**config.mk**
```make
export PLATFORM = sky130hd
export DESIGN_NAME = hsl_to_rgb_converter_core
export DESIGN_NICKNAME = d
export VERILOG_FILES = /design/src/rtl/hsl_pkg.sv /design/src/rtl/hsl_to_rgb_converter_core.sv
export SDC_FILE = /design/constraint.sdc
export NUM_CORES = 2
export LEC_CHECK = 0
export BUFFER_PORTS_ARGS = -buffer_cell sky130_fd_sc_hd__buf_2
export CAP_MARGIN = 20
export CORE_MARGIN = 2
export CORE_UTILIZATION = 55
export CTS_BUF_LIST = sky130_fd_sc_hd__clkbuf_4
export DETAILED_ROUTE_END_ITERATION = 10
export PLACE_DENSITY = 0.82
export RECOVER_POWER = 50
export SETUP_SLACK_MARGIN = 0.5
export SYNTH_ARGS = -nofsm -noshare
export SYNTH_HDL_FRONTEND = slang
export SYNTH_SLANG_ARGS = --single-unit
```
**constraint.sdc**
```tcl
create_clock -name clk -period 7.2 [get_ports clk]
set_clock_uncertainty 0.15 [all_clocks]
set_input_delay 1.44 -clock clk [delete_from_list [all_inputs] [get_ports clk]]
set_output_delay 1.44 -clock clk [all_outputs]
set_load 0.1 [all_outputs]
```
**src/rtl/hsl_pkg.sv**
```systemverilog
// Shared widths, constants and codes for the HSL to RGB converter.
`timescale 1ns / 1ps

package hsl_pkg;

    localparam int unsigned PCT_W       = 7;
    localparam int unsigned HUE_W       = 9;
    localparam int unsigned LEVEL_W     = 8;
    localparam int unsigned WGT_W       = 6;
    localparam int unsigned CHROMA_W    = 14;
    localparam int unsigned NUM_W       = 20;
    localparam int unsigned RECIP_W     = 24;
    localparam int unsigned RECIP_SHIFT = 35;
    localparam int unsigned PROD_W      = NUM_W + RECIP_W;
    localparam int unsigned PIPE_STAGES = 5;

    localparam int unsigned ADDR_W      = 3;
    localparam int unsigned CFG_DATA_W  = 32;
    localparam int unsigned IN_DATA_W   = 16;
    localparam int unsigned OUT_DATA_W  = 24;

    localparam logic [PCT_W-1:0] PCT_MAX       = 7'd100;
    localparam logic [PCT_W-1:0] SAT_RESET     = 7'd100;
    localparam logic [PCT_W-1:0] LIGHT_RESET   = 7'd50;
    localparam logic [HUE_W-1:0] HUE_MAX       = 9'd359;
    localparam logic [HUE_W-1:0] HUE_120       = 9'd120;
    localparam logic [HUE_W-1:0] HUE_240       = 9'd240;

    // Scale factors over the common denominator 600000
    localparam logic [NUM_W-1:0] C_SCALE       = 20'd60;
    localparam logic [NUM_W-1:0] L_SCALE       = 20'd6000;
    localparam logic [NUM_W-1:0] HALF_C_SCALE  = 20'd30;

    // ceil(255 * 2^35 / 600000): exact floor for numerators up to 600000
    localparam logic [RECIP_W-1:0] LEVEL_RECIP = 24'd14602889;

    typedef enum logic [2:0] {
        SEC_RED_YEL,
        SEC_YEL_GRN,
        SEC_GRN_CYN,
        SEC_CYN_BLU,
        SEC_BLU_MAG,
        SEC_MAG_RED
    } sector_t;

    typedef enum logic {
        REG_SATURATION,
        REG_LIGHTNESS
    } reg_idx_t;

    typedef struct packed {
        logic [PCT_W-1:0] chroma_pct;
        logic [PCT_W-1:0] sat;
        logic [PCT_W-1:0] light;
        logic [WGT_W-1:0] wgt;
        sector_t          sector;
    } st1_t;

    typedef struct packed {
        logic [CHROMA_W-1:0] chroma;
        logic [PCT_W-1:0]    light;
        logic [WGT_W-1:0]    wgt;
        sector_t             sector;
    } st2_t;

    typedef struct packed {
        logic [NUM_W-1:0] c_num;
        logic [NUM_W-1:0] x_num;
        logic [NUM_W-1:0] m_num;
        sector_t          sector;
    } st3_t;

    typedef struct packed {
        logic [NUM_W-1:0] blue;
        logic [NUM_W-1:0] green;
        logic [NUM_W-1:0] red;
    } st4_t;

endpackage

```
**src/rtl/hsl_to_rgb_converter_core.sv**
```systemverilog
// HSL to RGB converter: five-stage pipeline with APB register port.
// Each accepted word passes through st1_reg, st2_reg, st3_reg, st4_reg and out_reg.
// Throughput: one hue word per cycle unless the output stalls; the narrowest
// path is the final reciprocal multiply stage, one 20 x 24 multiplier per channel.
// Empty stages fill while the output waits, so stalls only back up when full.
// Reset (rst_n low, asynchronous): pipeline emptied, saturation 100, lightness 50.
`timescale 1ns / 1ps

module hsl_to_rgb_converter_core
    import hsl_pkg::*;
(
    input  logic                  clk,
    input  logic                  rst_n,

    input  logic                  psel,
    input  logic                  penable,
    input  logic                  pwrite,
    input  logic [ADDR_W-1:0]     paddr,
    input  logic [CFG_DATA_W-1:0] pwdata,
    output logic [CFG_DATA_W-1:0] prdata,
    output logic                  pready,

    input  logic                  s_axis_tvalid,
    output logic                  s_axis_tready,
    input  logic [IN_DATA_W-1:0]  s_axis_tdata,   // [8:0] hue_deg, [15:9] zero

    output logic                  m_axis_tvalid,
    input  logic                  m_axis_tready,
    output logic [OUT_DATA_W-1:0] m_axis_tdata    // [7:0] red, [15:8] green, [23:16] blue
);

    logic [PCT_W-1:0]       sat_reg;
    logic [PCT_W-1:0]       light_reg;
    logic                   cfg_wr;
    reg_idx_t               cfg_idx;

    logic [PIPE_STAGES-1:0] vld_reg;
    logic [PIPE_STAGES-1:0] en;

    st1_t                   st1_reg, st1_next;
    st2_t                   st2_reg, st2_next;
    st3_t                   st3_reg, st3_next;
    st4_t                   st4_reg, st4_next;
    logic [OUT_DATA_W-1:0]  out_reg, out_next;

    logic [HUE_W-1:0]       hue_in;
    logic [HUE_W-1:0]       hue_c;
    logic [HUE_W-1:0]       r120_w;
    logic [PCT_W-1:0]       r120;
    logic [PCT_W-1:0]       wgt_w;
    logic [PCT_W:0]         twol;
    logic [PCT_W:0]         light_dev;
    logic [PCT_W-1:0]       sat_c;
    logic [PCT_W-1:0]       light_c;

    logic [PROD_W-1:0]      prod_r;
    logic [PROD_W-1:0]      prod_g;
    logic [PROD_W-1:0]      prod_b;

    // Register port
    assign pready  = 1'b1;
    assign cfg_wr  = psel && penable && pwrite && pready;
    assign cfg_idx = reg_idx_t'(paddr[2]);

    always_ff @(posedge clk or negedge rst_n)
    begin
        if (!rst_n)
        begin
            sat_reg   <= SAT_RESET;
            light_reg <= LIGHT_RESET;
        end
        else if (cfg_wr)
        begin
            unique case (cfg_idx)
                REG_SATURATION: sat_reg   <= pwdata[PCT_W-1:0];
                REG_LIGHTNESS:  light_reg <= pwdata[PCT_W-1:0];
                default:        ;
            endcase
        end
    end

    always_comb
    begin
        unique case (cfg_idx)
            REG_SATURATION: prdata = CFG_DATA_W'(sat_reg);
            REG_LIGHTNESS:  prdata = CFG_DATA_W'(light_reg);
            default:        prdata = '0;
        endcase
    end

    // Per-stage load enables: a stage loads when empty or when its successor moves
    always_comb
    begin
        en[PIPE_STAGES-1] = !vld_reg[PIPE_STAGES-1] || m_axis_tready;
        for (int i = PIPE_STAGES - 2; i >= 0; i--)
        begin
            en[i] = !vld_reg[i] || en[i+1];
        end
    end

    assign s_axis_tready = en[0];

    always_ff @(posedge clk or negedge rst_n)
    begin
        if (!rst_n)
        begin
            vld_reg <= '0;
        end
        else
        begin
            if (en[0])
            begin
                vld_reg[0] <= s_axis_tvalid;
            end
            for (int i = 1; i < PIPE_STAGES; i++)
            begin
                if (en[i])
                begin
                    vld_reg[i] <= vld_reg[i-1];
                end
            end
        end
    end

    // Stage 1: clamps, sector, X weight, chroma percentage
    always_comb
    begin
        hue_in  = s_axis_tdata[HUE_W-1:0];
        hue_c   = (hue_in > HUE_MAX) ? HUE_MAX : hue_in;
        sat_c   = (sat_reg > PCT_MAX) ? PCT_MAX : sat_reg;
        light_c = (light_reg > PCT_MAX) ? PCT_MAX : light_reg;

        if (hue_c >= HUE_240)
        begin
            r120_w = hue_c - HUE_240;
        end
        else if (hue_c >= HUE_120)
        begin
            r120_w = hue_c - HUE_120;
        end
        else
        begin
            r120_w = hue_c;
        end
        r120  = r120_w[PCT_W-1:0];
        wgt_w = (r120 > 7'd60) ? (7'd120 - r120) : r120;

        if (hue_c >= 9'd300)
        begin
            st1_next.sector = SEC_MAG_RED;
        end
        else if (hue_c >= 9'd240)
        begin
            st1_next.sector = SEC_BLU_MAG;
        end
        else if (hue_c >= 9'd180)
        begin
            st1_next.sector = SEC_CYN_BLU;
        end
        else if (hue_c >= 9'd120)
        begin
            st1_next.sector = SEC_GRN_CYN;
        end
        else if (hue_c >= 9'd60)
        begin
            st1_next.sector = SEC_YEL_GRN;
        end
        else
        begin
            st1_next.sector = SEC_RED_YEL;
        end

        twol      = {light_c, 1'b0};
        light_dev = (twol > 8'd100) ? (twol - 8'd100) : (8'd100 - twol);

        st1_next.chroma_pct = PCT_MAX - light_dev[PCT_W-1:0];
        st1_next.sat        = sat_c;
        st1_next.light      = light_c;
        st1_next.wgt        = wgt_w[WGT_W-1:0];
    end

    // Stage 2: chroma over 10000
    always_comb
    begin
        st2_next.chroma = CHROMA_W'(st1_reg.chroma_pct) * CHROMA_W'(st1_reg.sat);
        st2_next.light  = st1_reg.light;
        st2_next.wgt    = st1_reg.wgt;
        st2_next.sector = st1_reg.sector;
    end

    // Stage 3: C, X and m over 600000
    always_comb
    begin
        st3_next.c_num  = NUM_W'(st2_reg.chroma) * C_SCALE;
        st3_next.x_num  = NUM_W'(st2_reg.chroma) * NUM_W'(st2_reg.wgt);
        st3_next.m_num  = NUM_W'(st2_reg.light) * L_SCALE
                        - NUM_W'(st2_reg.chroma) * HALF_C_SCALE;
        st3_next.sector = st2_reg.sector;
    end

    // Stage 4: sector routing plus offset
    always_comb
    begin
        case (st3_reg.sector)
            SEC_RED_YEL:
            begin
                st4_next.red   = st3_reg.c_num + st3_reg.m_num;
                st4_next.green = st3_reg.x_num + st3_reg.m_num;
                st4_next.blue  = st3_reg.m_num;
            end
            SEC_YEL_GRN:
            begin
                st4_next.red   = st3_reg.x_num + st3_reg.m_num;
                st4_next.green = st3_reg.c_num + st3_reg.m_num;
                st4_next.blue  = st3_reg.m_num;
            end
            SEC_GRN_CYN:
            begin
                st4_next.red   = st3_reg.m_num;
                st4_next.green = st3_reg.c_num + st3_reg.m_num;
                st4_next.blue  = st3_reg.x_num + st3_reg.m_num;
            end
            SEC_CYN_BLU:
            begin
                st4_next.red   = st3_reg.m_num;
                st4_next.green = st3_reg.x_num + st3_reg.m_num;
                st4_next.blue  = st3_reg.c_num + st3_reg.m_num;
            end
            SEC_BLU_MAG:
            begin
                st4_next.red   = st3_reg.x_num + st3_reg.m_num;
                st4_next.green = st3_reg.m_num;
                st4_next.blue  = st3_reg.c_num + st3_reg.m_num;
            end
            default:
            begin
                st4_next.red   = st3_reg.c_num + st3_reg.m_num;
                st4_next.green = st3_reg.m_num;
                st4_next.blue  = st3_reg.x_num + st3_reg.m_num;
            end
        endcase
    end

    // Stage 5: floor(255 * n / 600000) by reciprocal multiply
    always_comb
    begin
        prod_r   = PROD_W'(st4_reg.red)   * PROD_W'(LEVEL_RECIP);
        prod_g   = PROD_W'(st4_reg.green) * PROD_W'(LEVEL_RECIP);
        prod_b   = PROD_W'(st4_reg.blue)  * PROD_W'(LEVEL_RECIP);
        out_next = {prod_b[RECIP_SHIFT +: LEVEL_W],
                    prod_g[RECIP_SHIFT +: LEVEL_W],
                    prod_r[RECIP_SHIFT +: LEVEL_W]};
    end

    always_ff @(posedge clk)
    begin
        if (en[0])
        begin
            st1_reg <= st1_next;
        end
        if (en[1])
        begin
            st2_reg <= st2_next;
        end
        if (en[2])
        begin
            st3_reg <= st3_next;
        end
        if (en[3])
        begin
            st4_reg <= st4_next;
        end
        if (en[4])
        begin
            out_reg <= out_next;
        end
    end

    assign m_axis_tvalid = vld_reg[PIPE_STAGES-1];
    assign m_axis_tdata  = out_reg;

endmodule

```
# Word-level counts from Yosys, hierarchy flattened
# Cells that the tools add are included.
# totals
regBits	224
latch_bits	0
ramBits	0
mem_bits_ro	0
output_inout_bits	59
word_cells	85
mem_count	0
# op_classes
add_sub_neg	9
multipliers	8
n_div	0
n_lt_le_gt_ge	10
n_eq_ne	4
shift	0
muxes	12
bitwise	1
n_reduce_logical	16
# ops
cell	count
$pmux W60 S5	1
$mul A20 B24 Y43 const B	3
$pmux W32 S2	1
$add A20 B20 Y20	2
$mul A14 B4 Y18 const B	2
$mux W7	4
$sub A7 B7 Y7 const B	3
$mul A14 B6 Y20	1
$sub A20 B19 Y20	1
$ge A9 B8 Y1 const B	2
$mul A7 B9 Y16 const B	1
$gt A7 B7 Y1 const B	2
$mul A7 B7 Y14	1
$sub A7 B7 Y7 const A	2
$ge A9 B6 Y1 const B	1
$ge A9 B7 Y1 const B	1
$ge A9 B9 Y1 const B	1
$gt A9 B9 Y1 const B	1
$mux W9	1
$gt A8 B7 Y1 const B	1
$gt A7 B6 Y1 const B	1
$eq A3 B2 Y1 const B	2
$mux W6	1
$sub A6 B6 Y6 const A	1
11 further kinds	23

# Depth between registers and ports, before layout
# depth
depth_word	7
ltp_mapped	22
depth_no_buf	22

# Worst setup path before layout
# Ideal clock, no wire load.
# synth_path
path_type	register to register
from	register st4_reg[11] (netlist name)
to	register out_reg[5], in the netlist m_axis_tdata[5], data pin
setup_time_ps	262
arrival_time_ps	5661
required_time_ps	6788
setup_slack_ps	1127
path_stages_with_launch	20
path_cell_list	edfxtp_1 fa_1 inv_1 fa_1 inv_1 fa_1 fa_1 fa_1 fa_1 ha_1 ha_1 a21o_1 a21o_1 a32o_1 nor3_1 o31ai_1 a31o_2 o41ai_2 o21bai_1 xor2_1
# synth_via
elab_chain_len	1
# synth_rtl
item	line_no	source
start, declared	hsl_to_rgb_converter_core.sv:43	st4_t st4_reg, st4_next;
start signal, assigned	hsl_to_rgb_converter_core.sv:271	st4_reg <= st4_next;
$mul A20 B24 Y43	hsl_to_rgb_converter_core.sv:247	prod_r = PROD_W'(st4_reg.red) * PROD_W'(LEVEL_RECIP);
via prod_r[40]	hsl_to_rgb_converter_core.sv:56	logic [PROD_W-1:0] prod_r;
end signal, assigned	hsl_to_rgb_converter_core.sv:275	out_reg <= out_next;
end, declared	hsl_to_rgb_converter_core.sv:44	logic [OUT_DATA_W-1:0] out_reg, out_next;
# The timed path passes the listed nets, and every way through them passes these cells.
# A chain may end at the register's enable or synchronous reset.

# Worst setup path after layout
# layout_path
from	register st4_reg[10] (netlist name)
to	register out_reg[5], in the netlist m_axis_tdata[5], data pin
# The elaborated chain is that of the path after synthesis.

==> results.tsv <==
metric	value	unit
Post-Syn Instances	3687	
max-slew violation count	266	
grt total ovfl	0	
H-tree depth	2	
full die area	72400	um^2
Worst setup SP type	flop	
TritonCTS Buffers	55	
Final min period	6.54	ns
f_max	153	MHz
wire length on met3	4840	um
Final setup violation count	0	
RSZ-0062 raised after global routing	true	
setup TNS	0	ns
Critical Setup Path Class	flop to flop	
Top Metal Used	met5	
Syn Area/Cell	10.5	um^2
initial core utilization	0.554	
met2 WL post-DR	41200	um
Die W	269	um
Total Routing Usage GR	0.238	
Post-CTS Hold Buffers	0	
Slew Limit Headroom	-1.49	
Fillers	5436	
status	finished, violations left	
Top FF cell, synth	edfxtp_1	
failing checks	max-capacitance violations, max-slew violations	
clk_lat worst skew	0.85	ns
Largest register FFs	57	
Final ANT Viol Nets	0	
vias per cell	5.57	
CTS tree	built	
WL per Instance	17.6	um
routed wire length	84200	um
drt drc	0	
Chip Height	269	um
1st-pass router iterations	5	
Yosys cell types	84	
routability cong.	0.963	
Initial DRC Count	1943	
Max-cap violations	5	
row cnt	97	
deepest clock path buffer count	3	
CTS Sinks	213	
layout cells sized above 1	0.0669	
Tcrit/Tclk final	0.908	
CTS root buf	clkbuf_4	
Final Hold Fails	0	
initial antenna violation count	2	
Seq/Total Area, Yosys	0.163	
Clock transition at path regs	0.07	ns
detailed-route via count	26685	
flops & latches, synth	213	
hpwl dp	69300	um
actual slew at the worst max-slew pin	3.74	ns
vias in the first global route	27923	
Worst Hold Class	flop to flop	
largest net degree at the start of global routing	92	
Post-Route M1 WL	34300	um
crit end category	flop	
Synthesis Warnings	0	
Required @ worst endpoint	7.60	ns
Synth-to-Final Area Change	6.19	%
Ports	117	
core footprint	69800	um^2
Arrival @ worst endpoint	6.93	ns
ys async rst share	0.0892	
Post-synth EDFFs	194	
crit path max fanout	8	
Post-layout nets	5214	
first-pass GRT wire length	137000	um
Cell Area, Synth	38600	um^2
Port Buffer Count	56	
-- path summary, 6_finish.rpt --
kind	cells past startpoint	from	slack [ns]	end
max	19	st4_reg[10]	0.66	m_axis_tdata[5]
min	0	st2_reg[2]	0.26	st3_reg[2]
max reg2reg	19	st4_reg[10]	0.66	m_axis_tdata[5]
min reg2reg	0	st2_reg[2]	0.26	st3_reg[2]
max in group asynchronous	1	rst_n	5.48	sat_reg[1]
min in group asynchronous	1	rst_n	0.67	vld_reg[4]
-- worst max-delay path, stage by stage (launching register included) --
cell and delay [ns]:
edfxtp_1 0.60, fa_1 0.63, inv_1 0.09, fa_1 0.48, fa_1 0.51, inv_1 0.05
fa_1 0.55, fa_1 0.43, fa_1 0.45, ha_1 0.30, ha_1 0.31, a21oi_1 0.14
o21ai_0 0.10, a32o_1 0.27, nor3_1 0.17, o31ai_1 0.14, a31o_2 0.29, o41ai_2 0.30
o21bai_1 0.12, xor2_1 0.15
-- placed cells by master, fill, tap and decap left out, types with 55 or more instances in the layout --
cell type,instances
nor2_1,120
xnor2_1,106
o21ai_0,88
ha_1,773
clkbuf_4,74
xor2_1,55
fa_1,576
a21oi_1,153
nand2_1,198
inv_1,787
edfxtp_1,194
-- per-stage QoR --
stage,utilization,setup slack [ns],instance area (um^2),cells,hold WS (ns)
after floorplan,-,1.13,38700,3711,0.250
after global placement,0.572,0.678,39900,4649,0.252
after detailed placement,0.572,0.636,39900,4649,0.255
after CTS,0.583,0.587,40700,4753,0.267
after global routing,0.588,0.336,41000,4795,0.274
final,0.588,0.661,41000,4795,0.262
-- cells in the mapped netlist, types with 23 or more instances --
master      n  area (um^2)
ha_1      773         9670
buf_4      26          195
nand2b_1   23          144
fa_1      576        11500
inv_1     787         2950
nand2_1   199          747
nor2b_1    25          156
xor2_1     55          482
nor3_1     33          165
nor2_1    120          450
a31oi_1    23          144
o21ai_0    88          440
a21o_1     45          338
mux2_2     27          304
xnor2_1   106          928
nand3_1    31          155
edfxtp_1  194         5830
clkbuf_1   42          158
and2_1     51          319
a21oi_1   155          776
-- layout make-up --
| type | count | area, um^2 | share of cell area |
|---|---|---|---|
| clock buffer | 74 | 556 | 0.0135 |
| inverter | 788 | 2960 | 0.0721 |
| sequential | 213 | 6310 | 0.154 |
| tap | 940 | 1180 | 0.0287 |
| multi-input combinational | 2636 | 29100 | 0.710 |
| timing repair buffer | 113 | 684 | 0.0167 |
| clock inverter | 30 | 224 | 0.00546 |
| antenna | 1 | 2.50 | 0.0000610 |
-- layer usage --
metal,up-vias,track usage
li1,12433,-
met1,13126,0.302
met2,880,0.408
met3,244,0.0338
met4,2,0.102
met5,-,0
-- cells by family (layout without fill, tap and decap cells) --
group | after synthesis | after routing | synth area share
fa+ha+maj | 1349 | 1349 | 0.549
compound gates | 514 | 514 | 0.0872
buf+inv | 862 | 1005 | 0.0863
xor+xnor | 161 | 161 | 0.0365
mux | 35 | 35 | 0.00998
flops | 213 | 213 | 0.163
simple gates | 551 | 551 | 0.0677
other cells | 2 | 27 | 0.000194
-- what timing repair did --
action                     4_1_cts  5_1_grt
resized for setup                0        5
setup endpoints to repair        0       13
buffers inserted                 0       40
Power is not shown: default switching activity piles up to over one toggle a cycle in this logic, so the estimate is an artifact.
